**src/design/cgcs_pkg.sv**
```systemverilog
// ----------------------------------------------------------------------------
// cgcs_pkg
// shared types, codes and the exp2 root table for the gain computer/smoother
// ----------------------------------------------------------------------------
package cgcs_pkg;

    typedef enum logic [2:0] {
        CFG_THRESHOLD = 3'd0,
        CFG_RATIO     = 3'd1,
        CFG_ATTACK    = 3'd2,
        CFG_RELEASE   = 3'd3,
        CFG_MAKEUP    = 3'd4
    } cfg_idx_t;

    typedef enum logic [3:0] {
        OP_NOP,
        OP_LOAD,
        OP_LOG_INIT_L,
        OP_LOG_STEP,
        OP_LOG_INIT_T,
        OP_DIV_INIT,
        OP_DIV_STEP,
        OP_MUL_P,
        OP_EXP_A,
        OP_EXP_B,
        OP_TARGET,
        OP_SMOOTH,
        OP_OUT_T,
        OP_OUT_U
    } op_t;

    typedef enum logic [3:0] {
        ST_IDLE,
        ST_CHECK,
        ST_LOG_L,
        ST_LOG_T_INIT,
        ST_LOG_T,
        ST_DIV_INIT,
        ST_DIV,
        ST_MUL_P,
        ST_EXP_A,
        ST_EXP_B,
        ST_TARGET,
        ST_SMOOTH,
        ST_OUT_T,
        ST_OUT_U
    } state_t;

    typedef struct packed {
        op_t        op;
        logic [4:0] cnt;
    } cmd_t;

    typedef struct packed {
        logic above;
        logic out_free;
    } status_t;

    localparam int LOG_STEPS = 16;
    localparam int DIV_STEPS = 25;
    localparam int EXP_STEPS = 16;

    localparam logic [16:0] UNITY_GAIN = 17'h10000;

    typedef logic [29:0] exp_tbl_t [17];

    function automatic logic [63:0] isqrt64(input logic [63:0] v);
        logic [63:0] rem;
        logic [63:0] r;
        logic [63:0] b;
        rem = v;
        r   = 64'd0;
        b   = 64'd1 << 62;
        for (int i = 0; i < 32; i++)
        begin
            if (rem >= r + b)
            begin
                rem = rem - (r + b);
                r   = (r >> 1) + b;
            end
            else
            begin
                r = r >> 1;
            end
            b = b >> 2;
        end
        return r;
    endfunction

    // entry k is 2^-(2^-k) in Q0.30 built by repeated floor square roots
    function automatic exp_tbl_t build_exp_tbl();
        exp_tbl_t    t;
        logic [63:0] s;
        t[0] = 30'h20000000;
        for (int k = 1; k <= 16; k++)
        begin
            s    = isqrt64({4'd0, t[k-1], 30'd0});
            t[k] = s[29:0];
        end
        return t;
    endfunction

endpackage

```
**src/design/cgcs_ctrl.sv**
```systemverilog
// ----------------------------------------------------------------------------
// cgcs_ctrl
// sequencer that walks the datapath through log, divide, exp, smooth, output
// ----------------------------------------------------------------------------
module cgcs_ctrl (
    input  logic               clk,
    input  logic               rst_n,
    input  logic               s_tvalid,
    output logic               s_tready,
    input  cgcs_pkg::status_t  status,
    output cgcs_pkg::cmd_t     cmd
);

    cgcs_pkg::state_t state_reg;
    cgcs_pkg::state_t state_next;
    logic [4:0]       cnt_reg;
    logic [4:0]       cnt_next;

    always_ff @(posedge clk or negedge rst_n)
    begin
        if (!rst_n)
        begin
            state_reg <= cgcs_pkg::ST_IDLE;
            cnt_reg   <= 5'd0;
        end
        else
        begin
            state_reg <= state_next;
            cnt_reg   <= cnt_next;
        end
    end

    always_comb
    begin
        state_next = state_reg;
        cnt_next   = 5'd0;
        cmd.op     = cgcs_pkg::OP_NOP;
        cmd.cnt    = cnt_reg;
        s_tready   = 1'b0;
        unique case (state_reg)
            cgcs_pkg::ST_IDLE:
            begin
                s_tready = 1'b1;
                if (s_tvalid)
                begin
                    cmd.op     = cgcs_pkg::OP_LOAD;
                    state_next = cgcs_pkg::ST_CHECK;
                end
            end
            cgcs_pkg::ST_CHECK:
            begin
                if (status.above)
                begin
                    cmd.op     = cgcs_pkg::OP_LOG_INIT_L;
                    state_next = cgcs_pkg::ST_LOG_L;
                end
                else
                begin
                    state_next = cgcs_pkg::ST_SMOOTH;
                end
            end
            cgcs_pkg::ST_LOG_L:
            begin
                cmd.op = cgcs_pkg::OP_LOG_STEP;
                if (cnt_reg == 5'(cgcs_pkg::LOG_STEPS - 1))
                    state_next = cgcs_pkg::ST_LOG_T_INIT;
                else
                    cnt_next = cnt_reg + 5'd1;
            end
            cgcs_pkg::ST_LOG_T_INIT:
            begin
                cmd.op     = cgcs_pkg::OP_LOG_INIT_T;
                state_next = cgcs_pkg::ST_LOG_T;
            end
            cgcs_pkg::ST_LOG_T:
            begin
                cmd.op = cgcs_pkg::OP_LOG_STEP;
                if (cnt_reg == 5'(cgcs_pkg::LOG_STEPS - 1))
                    state_next = cgcs_pkg::ST_DIV_INIT;
                else
                    cnt_next = cnt_reg + 5'd1;
            end
            cgcs_pkg::ST_DIV_INIT:
            begin
                cmd.op     = cgcs_pkg::OP_DIV_INIT;
                state_next = cgcs_pkg::ST_DIV;
            end
            cgcs_pkg::ST_DIV:
            begin
                cmd.op = cgcs_pkg::OP_DIV_STEP;
                if (cnt_reg == 5'(cgcs_pkg::DIV_STEPS - 1))
                    state_next = cgcs_pkg::ST_MUL_P;
                else
                    cnt_next = cnt_reg + 5'd1;
            end
            cgcs_pkg::ST_MUL_P:
            begin
                cmd.op     = cgcs_pkg::OP_MUL_P;
                state_next = cgcs_pkg::ST_EXP_A;
            end
            cgcs_pkg::ST_EXP_A:
            begin
                cmd.op     = cgcs_pkg::OP_EXP_A;
                cnt_next   = cnt_reg;
                state_next = cgcs_pkg::ST_EXP_B;
            end
            cgcs_pkg::ST_EXP_B:
            begin
                cmd.op = cgcs_pkg::OP_EXP_B;
                if (cnt_reg == 5'(cgcs_pkg::EXP_STEPS - 1))
                    state_next = cgcs_pkg::ST_TARGET;
                else
                begin
                    cnt_next   = cnt_reg + 5'd1;
                    state_next = cgcs_pkg::ST_EXP_A;
                end
            end
            cgcs_pkg::ST_TARGET:
            begin
                cmd.op     = cgcs_pkg::OP_TARGET;
                state_next = cgcs_pkg::ST_SMOOTH;
            end
            cgcs_pkg::ST_SMOOTH:
            begin
                cmd.op     = cgcs_pkg::OP_SMOOTH;
                state_next = cgcs_pkg::ST_OUT_T;
            end
            cgcs_pkg::ST_OUT_T:
            begin
                cmd.op     = cgcs_pkg::OP_OUT_T;
                state_next = cgcs_pkg::ST_OUT_U;
            end
            cgcs_pkg::ST_OUT_U:
            begin
                // hold until the output register can take the result
                if (status.out_free)
                begin
                    cmd.op     = cgcs_pkg::OP_OUT_U;
                    state_next = cgcs_pkg::ST_IDLE;
                end
            end
            default:
            begin
                state_next = cgcs_pkg::ST_IDLE;
            end
        endcase
    end

endmodule

```
**config.mk**
```make
export PLATFORM = sky130hd
export DESIGN_NAME = cgcs_ctrl
export DESIGN_NICKNAME = d
export VERILOG_FILES = /design/src/design/cgcs_pkg.sv /design/src/design/cgcs_ctrl.sv
export SDC_FILE = /design/constraint.sdc
export NUM_CORES = 1
export LEC_CHECK = 0
export BUFFER_PORTS_ARGS = -buffer_cell sky130_fd_sc_hd__buf_4
export CELL_PAD_IN_SITES_DETAIL_PLACEMENT = 0
export CELL_PAD_IN_SITES_GLOBAL_PLACEMENT = 1
export CORE_MARGIN = 2
export CORE_UTILIZATION = 39
export DETAILED_ROUTE_END_ITERATION = 10
export PLACE_DENSITY_LB_ADDON = 0.05
export SKIP_CTS_REPAIR_TIMING = 1
export SLEW_MARGIN = 5
export SYNTH_ARGS = -nofsm -noshare
export SYNTH_HDL_FRONTEND = slang
export SYNTH_SLANG_ARGS = --single-unit
```
**constraint.sdc**
```tcl
create_clock -name clk -period 2 [get_ports clk]
set_input_delay 0.6 -clock clk [delete_from_list [all_inputs] [get_ports clk]]
set_output_delay 0.6 -clock clk [all_outputs]
set_load 0.1 [all_outputs]
```
==> results of run 1 <==
[cell usage in the layout (no fill, tap or decap), types with 3 or more instances in the layout]
master	netlist	final
buf_6	1	3
dfrtp_2	0	6
a21oi_1	9	6
buf_4	0	28
nand2_1	5	5
inv_1	9	9
nor2_1	4	4
ha_1	3	3
o21ai_0	4	3
dfrtp_1	9	3
a21oi_2	1	3
nand2b_1	4	3
clkbuf_4	0	3
buf_12	0	5
[path summary, 6_finish.rpt]
path | endpoint | slack (ns) | cells past startpoint
max reg2reg | cnt_reg[3] | 0.06 | 7
max | cmd[5] | -0.23 | 6
min | cnt_reg[4] | 0.14 | 1
min in group clk | cnt_reg[1] | 0.61 | 2
max in group asynchronous | state_reg[0] | 1.71 | 1
min reg2reg | cnt_reg[1] | 0.61 | 2
[cells by family (layout without fill, tap and decap cells)]
| logic type | count (synthesis) | after routing | synth area share |
|---|---|---|---|
| simple gates | 31 | 31 | 0.261 |
| compound gates | 30 | 30 | 0.305 |
| buf+inv | 14 | 50 | 0.0814 |
| flops | 9 | 9 | 0.293 |
| fa+ha+maj | 3 | 3 | 0.0489 |
| xor+xnor | 1 | 1 | 0.0114 |
[cell type report]
cell class	instances	share of cell area
multi-input cells	65	0.450
repair buffers	37	0.287
flip-flops and latches	9	0.187
inverters	9	0.0272
well taps	27	0.0272
clock buffers	3	0.0181
clock inverters	1	0.00402
[through the flow]
stage	instance area (um2)	instances	setup WS, ns	hold slack, ns	TNS (ns)
after floorplan	855	88	-0.320	0.304	-0.907
after global placement	1050	138	-0.0586	0.430	-0.0610
after detailed placement	1050	138	-0.0686	0.431	-0.110
after CTS	1080	142	-0.250	0.136	-1.04
after global routing	1240	151	-0.296	0.134	-0.731
final	1240	151	-0.226	0.138	-0.492
[metal layers]
layer,up-vias,track usage,share of wire
met5,-,0,0
met1,394,0.254,0.47
met4,0,0.0571,0.017
li1,397,-,-
met2,15,0.278,0.48
met3,5,0.0494,0.035
==> reports/metrics.csv, run 1 <==
metric;value;unit
status;complete, but fails checks;
violated checks;setup timing;
Seq cells post-synth;9;
sequential area share after synthesis;0.293;
DP Wirelength;1530;um
via count;811;
vias per cell;5.37;
Syn Area/Cell;8.73;um2
Worst Setup Path Type;reg2out;
Largest register FFs;5;
CP Launch Type;register;
Filler cells;156;
clk slew on worst S/H paths;0.06;ns
Core ar.;1900;um2
Post-Syn Area;768;um2
launch point of the worst path;state_reg[1];
Hold Fails Final Rpt;0;
relative slew slack;0.756;
H-tree lvl count;1;
CTS tree;yes;
Fmax;0.449;GHz
asr flop ratio synth;1.00;
crit-path cells;buf_6 > inv_1 > a21oi_1 > o22ai_1 > a21oi_4 > buf_12;
Max Clock Skew;0.00437;ns
multi-input logic area;559;um2
Layout Nets;133;
WL final;2210;um
CP arrival;1.63;ns
Crit path buffers/inverters;3;
Commonest cells post-synth;a21oi_1 (9), dfrtp_1 (9), inv_1 (9);
DIE HEIGHT;48.4;um
vias in the first global route;714;
clk buf depth;2;
final period utilization;1.11;
largest net degree at the start of global routing;11;
GRT Resource Usage Total;0.183;
DRC errors left;0;
# setup viols final;4;
largest stage delay on the critical path;0.42;ns
Yosys warnings;0;
initial antenna violation count;0;
Initial DRT Pass Iterations;4;
area share of the largest cell type after synthesis;0.293;
Final Core Density;0.654;
Port Buffers;14;
Max Fanout on Critical Path;5;
top cells by area, synth;dfrtp_1 (29%), a21oi_1 (5.9%), ha_1 (4.9%), inv_1 (4.4%), o221ai_4 (3.4%);
R2R Path Start;state_reg[3];
share of cells above drive strength 1;0.524;
Min-Delay Path Class;in2async;
number of max-cap violations;0;
Post-Syn Nets;96;
worst slew pin tran;0.361;ns
Antenna Cells;0;
Synth Instances;88;
CTS Root Cell;clkbuf_4;
Slowest-stage cell, CP;dfrtp_2;
RSZ-0062 raised after global routing;yes;
largest area contributor in the netlist;dfrtp_1;
Post-synth EDFFs;0;
Die X;48.4;um
first-pass GRT wire length;3310;um
Initial Util;0.404;
1st-iter DRT viols;26;
GP Congestion;0.802;
Remaining Overflow, GRT;0;
total CTS buffers;3;
die area;2340;um2
Std-Cell Rows;16;
Final Max Tran Viols;0;
wire per inst;14.6;um
Layout area overhead;61.9;%
post-route minimum period;2.23;ns
delay-heaviest family, CP;compound AO/OA/AOI/OAI gates;
FF+latch area;233;um2
Netlist cell types;40;
latest clock arrival within the worst-skew pair;0.27;ns
IO Pins;15;
CTS Sinks;9;
Antenna Nets Post-Route;0;
Top FF cell, synth;dfrtp_1;
fin worst setup slack;-0.226;ns
required time of the critical path;1.40;ns
Worst setup EP type;output port;
Power of run 1 is not shown: default switching activity piles up to over one toggle a cycle in this logic, so the estimate is an artifact.
==> inputs of run 2 (changes only) <==
CORE_UTILIZATION = 35   (was 39)
SLEW_MARGIN = 20   (was 5)
clock period = 1.8 ns   (was 2 ns; I/O delays follow)
==> reports/metrics.csv, run 2 (synthesized netlist as in run 1, its figures left out) <==
metric;value;unit;change
status;complete, but fails checks;;unchanged
violated checks;setup timing;;unchanged
pre-CTS WS;-0.164;ns;was -0.0686 ns
Max Clock Skew;0.00281;ns;was 0.00437 ns
# setup viols final;5;;was 4
FF-to-FF End;cnt_reg[3];;unchanged
Min-Delay Path Class;in2async;;unchanged
Initial Util;0.380;;was 0.404
required time of the critical path;1.26;ns;was 1.40 ns
first-pass GRT wire length;3330;um;was 3310 um
IO Pins;15;;unchanged
fin worst setup slack;-0.263;ns;was -0.226 ns
Die X;50.9;um;was 48.4 um
Initial DRT Pass Iterations;4;;unchanged
via count;793;;was 811
R2R Path Start;state_reg[0];;was state_reg[3]
DP Wirelength;1560;um;was 1530 um
Core ar.;2020;um2;was 1900 um2
Final Core Density;0.624;;was 0.654
clk slew on worst S/H paths;0.06;ns;about the same
1st-iter DRT viols;13;;was 26
GP Congestion;0.800;;was 0.802
largest stage delay on the critical path;0.45;ns;was 0.42 ns
share of cells above drive strength 1;0.575;;was 0.524
CP Launch Type;register;;unchanged
post-route minimum period;2.06;ns;
CP Capture Point;cmd[6];;was cmd[5]
Std-Cell Rows;16;;unchanged
RSZ-0062 raised after global routing;yes;;unchanged
clk buf depth;2;;unchanged
die area;2590;um2;was 2340 um2
crit-path cells;nand2b_4 > nor3b_2 > a21oi_2 > o32ai_4 > buf_12;;was buf_6 > inv_1 > a21oi_1 > o22ai_1 > a21oi_4 > buf_12
GRT Resource Usage Total;0.171;;was 0.183
Port Buffers;14;;unchanged
Max Fanout on Critical Path;7;;was 5
initial antenna violation count;0;;unchanged
H-tree lvl count;1;;unchanged
most frequent cells in the layout;buf_4 (34), inv_1 (9), dfrtp_2 (8);;was buf_4 (28), inv_1 (9), a21oi_1 (6), dfrtp_2 (6)
most common cell after layout, fill and taps aside;buf_4;;unchanged
final period utilization;1.15;;
internal reg-to-reg setup slack;0.13;ns;was 0.06 ns
cell count of the worst reg-to-reg path;7;;unchanged
Antenna Nets Post-Route;0;;unchanged
total CTS buffers;3;;unchanged
wire per inst;13.8;um;was 14.6 um
number of max-cap violations;0;;unchanged
Worst Setup Path Type;reg2out;;unchanged
launch point of the worst path;state_reg[1];;unchanged
vias per cell;5.15;;was 5.37
Final Max Tran Viols;0;;unchanged
Final TNS setup;-0.903;ns;was -0.492 ns
latest clock arrival within the worst-skew pair;0.26;ns;was 0.27 ns
DRC errors left;0;;unchanged
relative slew slack;0.805;;was 0.756
CTS tree;yes;;unchanged
DIE HEIGHT;50.9;um;was 48.4 um
Remaining Overflow, GRT;0;;unchanged
Fmax;0.485;GHz;
vias in the first global route;722;;was 714
largest net degree at the start of global routing;12;;was 11
Layout Nets;136;;was 133
worst slew pin tran;0.292;ns;was 0.361 ns
CP arrival;1.52;ns;was 1.63 ns
Worst setup EP type;output port;;unchanged
CTS Sinks;9;;unchanged
Largest register FFs;5;;unchanged
WL final;2120;um;was 2210 um
CTS Root Cell;clkbuf_4;;unchanged
Slowest-stage cell, CP;dfrtp_2;;unchanged
Hold Fails Final Rpt;0;;unchanged
Layout area overhead;64.3;%;was 61.9%
Antenna Cells;0;;unchanged
run 2: layout make-up:
cell class | instances | area, um2
well taps | 27 | 33.8
flip-flops and latches | 9 | 235
clock buffers | 4 | 26.3
fillers | 169 | 759
multi-input cells | 65 | 578
repair buffers | 40 | 355
inverters | 9 | 33.8
run 2: stage by stage:
step,instances,area [um2],hold WS [ns]
6_report,154,1260,0.0958
3_3_place_gp,147,1120,0.372
4_1_cts,151,1150,0.0944
2_1_floorplan,88,862,0.244
5_1_grt,154,1260,0.0907
3_5_place_dp,147,1120,0.371
run 2: how the worst min path moves through the flow:
stage,slack [ns],end,start,cells after the start
2_1_floorplan,0.24,cnt_reg[0],rst_n,0
3_3_place_gp,0.37,state_reg[3],rst_n,1
3_5_place_dp,0.37,state_reg[3],rst_n,1
4_1_cts,0.09,cnt_reg[2],rst_n,1
5_1_grt,0.09,cnt_reg[2],rst_n,1
6_report,0.1,cnt_reg[3],rst_n,1
run 2: metal layers:
layer	global-route usage	wire length, um	vias up
met5	0	0	-
met4	0.0360	25	0
met3	0.0526	98	4
met2	0.250	957	17
met1	0.247	1040	368
li1	-	-	404
run 2: worst max-delay path: cells and delay by family, from the launching register on:
family	cells	cell delay, ns
flip-flops	1	0.45
AND/OR/NAND/NOR	2	0.38
AO/OA/AOI/OAI	2	0.22
buffers and inverters	1	0.21
Power of run 2 is left out for the same reason.
==> inputs of run 3 (changes only) <==
--- a/config.mk
+++ b/config.mk
@@ -13,4 +13,5 @@
 export DETAILED_ROUTE_END_ITERATION = 10
 export PLACE_DENSITY_LB_ADDON = 0.05
+export SETUP_SLACK_MARGIN = 0.2
 export SKIP_CTS_REPAIR_TIMING = 1
 export SLEW_MARGIN = 20
==> constraint.sdc (replaced) <==
create_clock -name clk -period 1.8 [get_ports clk]
set_input_delay 0.54 -clock clk [delete_from_list [all_inputs] [get_ports clk]]
set_output_delay 0.54 -clock clk [all_outputs]
set_load 0.01 [all_outputs]
==> reports/metrics.csv, run 3 (synthesized netlist as in run 1, its figures left out) <==
metric;value;unit;change
status;complete, but fails checks;;unchanged
violated checks;setup timing;;unchanged
Final Core Density;0.561;;was 0.624
Initial DRT Pass Iterations;4;;unchanged
GP Congestion;0.745;;was 0.800
clk slew on worst S/H paths;0.06;ns;about the same
first-pass GRT wire length;3150;um;was 3330 um
Max Clock Skew;0.00323;ns;was 0.00281 ns
Port Buffers;14;;unchanged
total CTS buffers;3;;unchanged
DRC errors left;0;;unchanged
share of cells above drive strength 1;0.487;;was 0.575
Antenna Cells;0;;unchanged
Core ar.;2020;um2;unchanged
relative slew slack;0.798;;was 0.805
WL final;1990;um;was 2120 um
internal reg-to-reg setup slack;0.17;ns;was 0.13 ns
PwrDens;1740;nW/um2;
leakage;0.508;nW;
Final TNS setup;-0.387;ns;was -0.903 ns
cell count of the worst reg-to-reg path;6;;was 7
Largest register FFs;5;;unchanged
DP Wirelength;1380;um;was 1560 um
number of max-cap violations;0;;unchanged
Initial Util;0.380;;unchanged
1st-iter DRT viols;20;;was 13
Worst Setup Path Type;reg2out;;unchanged
most frequent cells in the layout;buf_4 (25), inv_1 (8), dfrtp_1 (8);;was buf_4 (34), inv_1 (9), dfrtp_2 (8)
CTS tree;yes;;unchanged
H-tree lvl count;1;;unchanged
Std-Cell Rows;16;;unchanged
Max Fanout on Critical Path;10;;was 7
wire per inst;13.6;um;was 13.8 um
initial antenna violation count;0;;unchanged
IO Pins;15;;unchanged
most common cell after layout, fill and taps aside;buf_4;;unchanged
post-route minimum period;1.91;ns;was 2.06 ns
worst slew pin tran;0.304;ns;was 0.292 ns
CP Launch Type;register;;unchanged
fin cells;146;;was 154
R2R Path Start;state_reg[0];;unchanged
Final Instance Area;1130;um2;was 1260 um2
largest net degree at the start of global routing;17;;was 12
Min-Delay Path Class;in2async;;unchanged
DIE HEIGHT;50.9;um;unchanged
Worst setup EP type;output port;;unchanged
Pwr Total;1.98;mW;
CP arrival;1.37;ns;was 1.52 ns
# setup viols final;5;;unchanged
via count;766;;was 793
VDD IR max;0.00101;V;
vias per cell;5.25;;was 5.15
clk buf depth;2;;unchanged
placed cell areas;987;um2;was 1120 um2
Antenna Nets Post-Route;0;;unchanged
Remaining Overflow, GRT;0;;unchanged
fin worst setup slack;-0.110;ns;was -0.263 ns
Layout area overhead;47.7;%;was 64.3%
Die X;50.9;um;unchanged
CTS Sinks;9;;unchanged
final period utilization;1.06;;was 1.15
minimum hold slack;0.0920;ns;was 0.0958 ns
GRT Resource Usage Total;0.161;;was 0.171
vias in the first global route;673;;was 722
RSZ-0062 raised after global routing;yes;;unchanged
Hold Fails Final Rpt;0;;unchanged
FF-to-FF End;cnt_reg[3];;unchanged
Final Max Tran Viols;0;;unchanged
latest clock arrival within the worst-skew pair;0.26;ns;about the same
pre-CTS WS;0.0725;ns;was -0.164 ns
Fmax;0.524;GHz;was 0.485 GHz
Cells after DPL;134;;was 147
CTS Root Cell;clkbuf_4;;unchanged
required time of the critical path;1.26;ns;about the same
die area;2590;um2;unchanged
Layout Nets;128;;was 136
run 3: routing by layer:
metal / global-route usage / routed length (um) / share of wire
met2: 0.239 / 879 / 0.44
met4: 0.0405 / 11 / 0.0055
met1: 0.231 / 1010 / 0.51
met5: 0 / 0 / 0
met3: 0.0439 / 83 / 0.042
run 3: layout make-up:
type | instances | area [um2]
Tap cell | 27 | 33.8
Clock buffer | 4 | 26.3
Sequential cell | 9 | 226
Timing Repair Buffer | 32 | 267
Inverter | 9 | 33.8
Multi-Input combinational cell | 65 | 548
Fill cell | 189 | 887
run 3: worst max-delay path by stage:
stage          slack [ns]  cells past startpoint          from  endpoint
4_1_cts             -0.19                      5  state_reg[0]    cmd[6]
3_5_place_dp         0.07                      5     status[0]    cmd[7]
3_3_place_gp         0.08                      5     status[0]    cmd[7]
6_report            -0.11                      5  state_reg[1]    cmd[8]
5_1_grt             -0.21                      6  state_reg[0]    cmd[6]
2_1_floorplan        0.20                      3  state_reg[0]    cmd[7]
run 3: power by group:
group | leakage (nW) | switching, mW | total [mW] | internal, mW
sequential | 0.115 | 0.0614 | 0.331 | 0.269
clock | 0.0150 | 0.0725 | 0.158 | 0.0856
combinational | 0.379 | 0.744 | 1.49 | 0.743
run 3: critical path, cell delays in order, from the launching register on:
cell     delay (ns)
dfrtp_1        0.40
buf_6          0.15
a21o_1         0.17
buf_4          0.13
a21oi_2        0.12
buf_4          0.13
No activity file was read; power rests on OpenSTA's default activity.
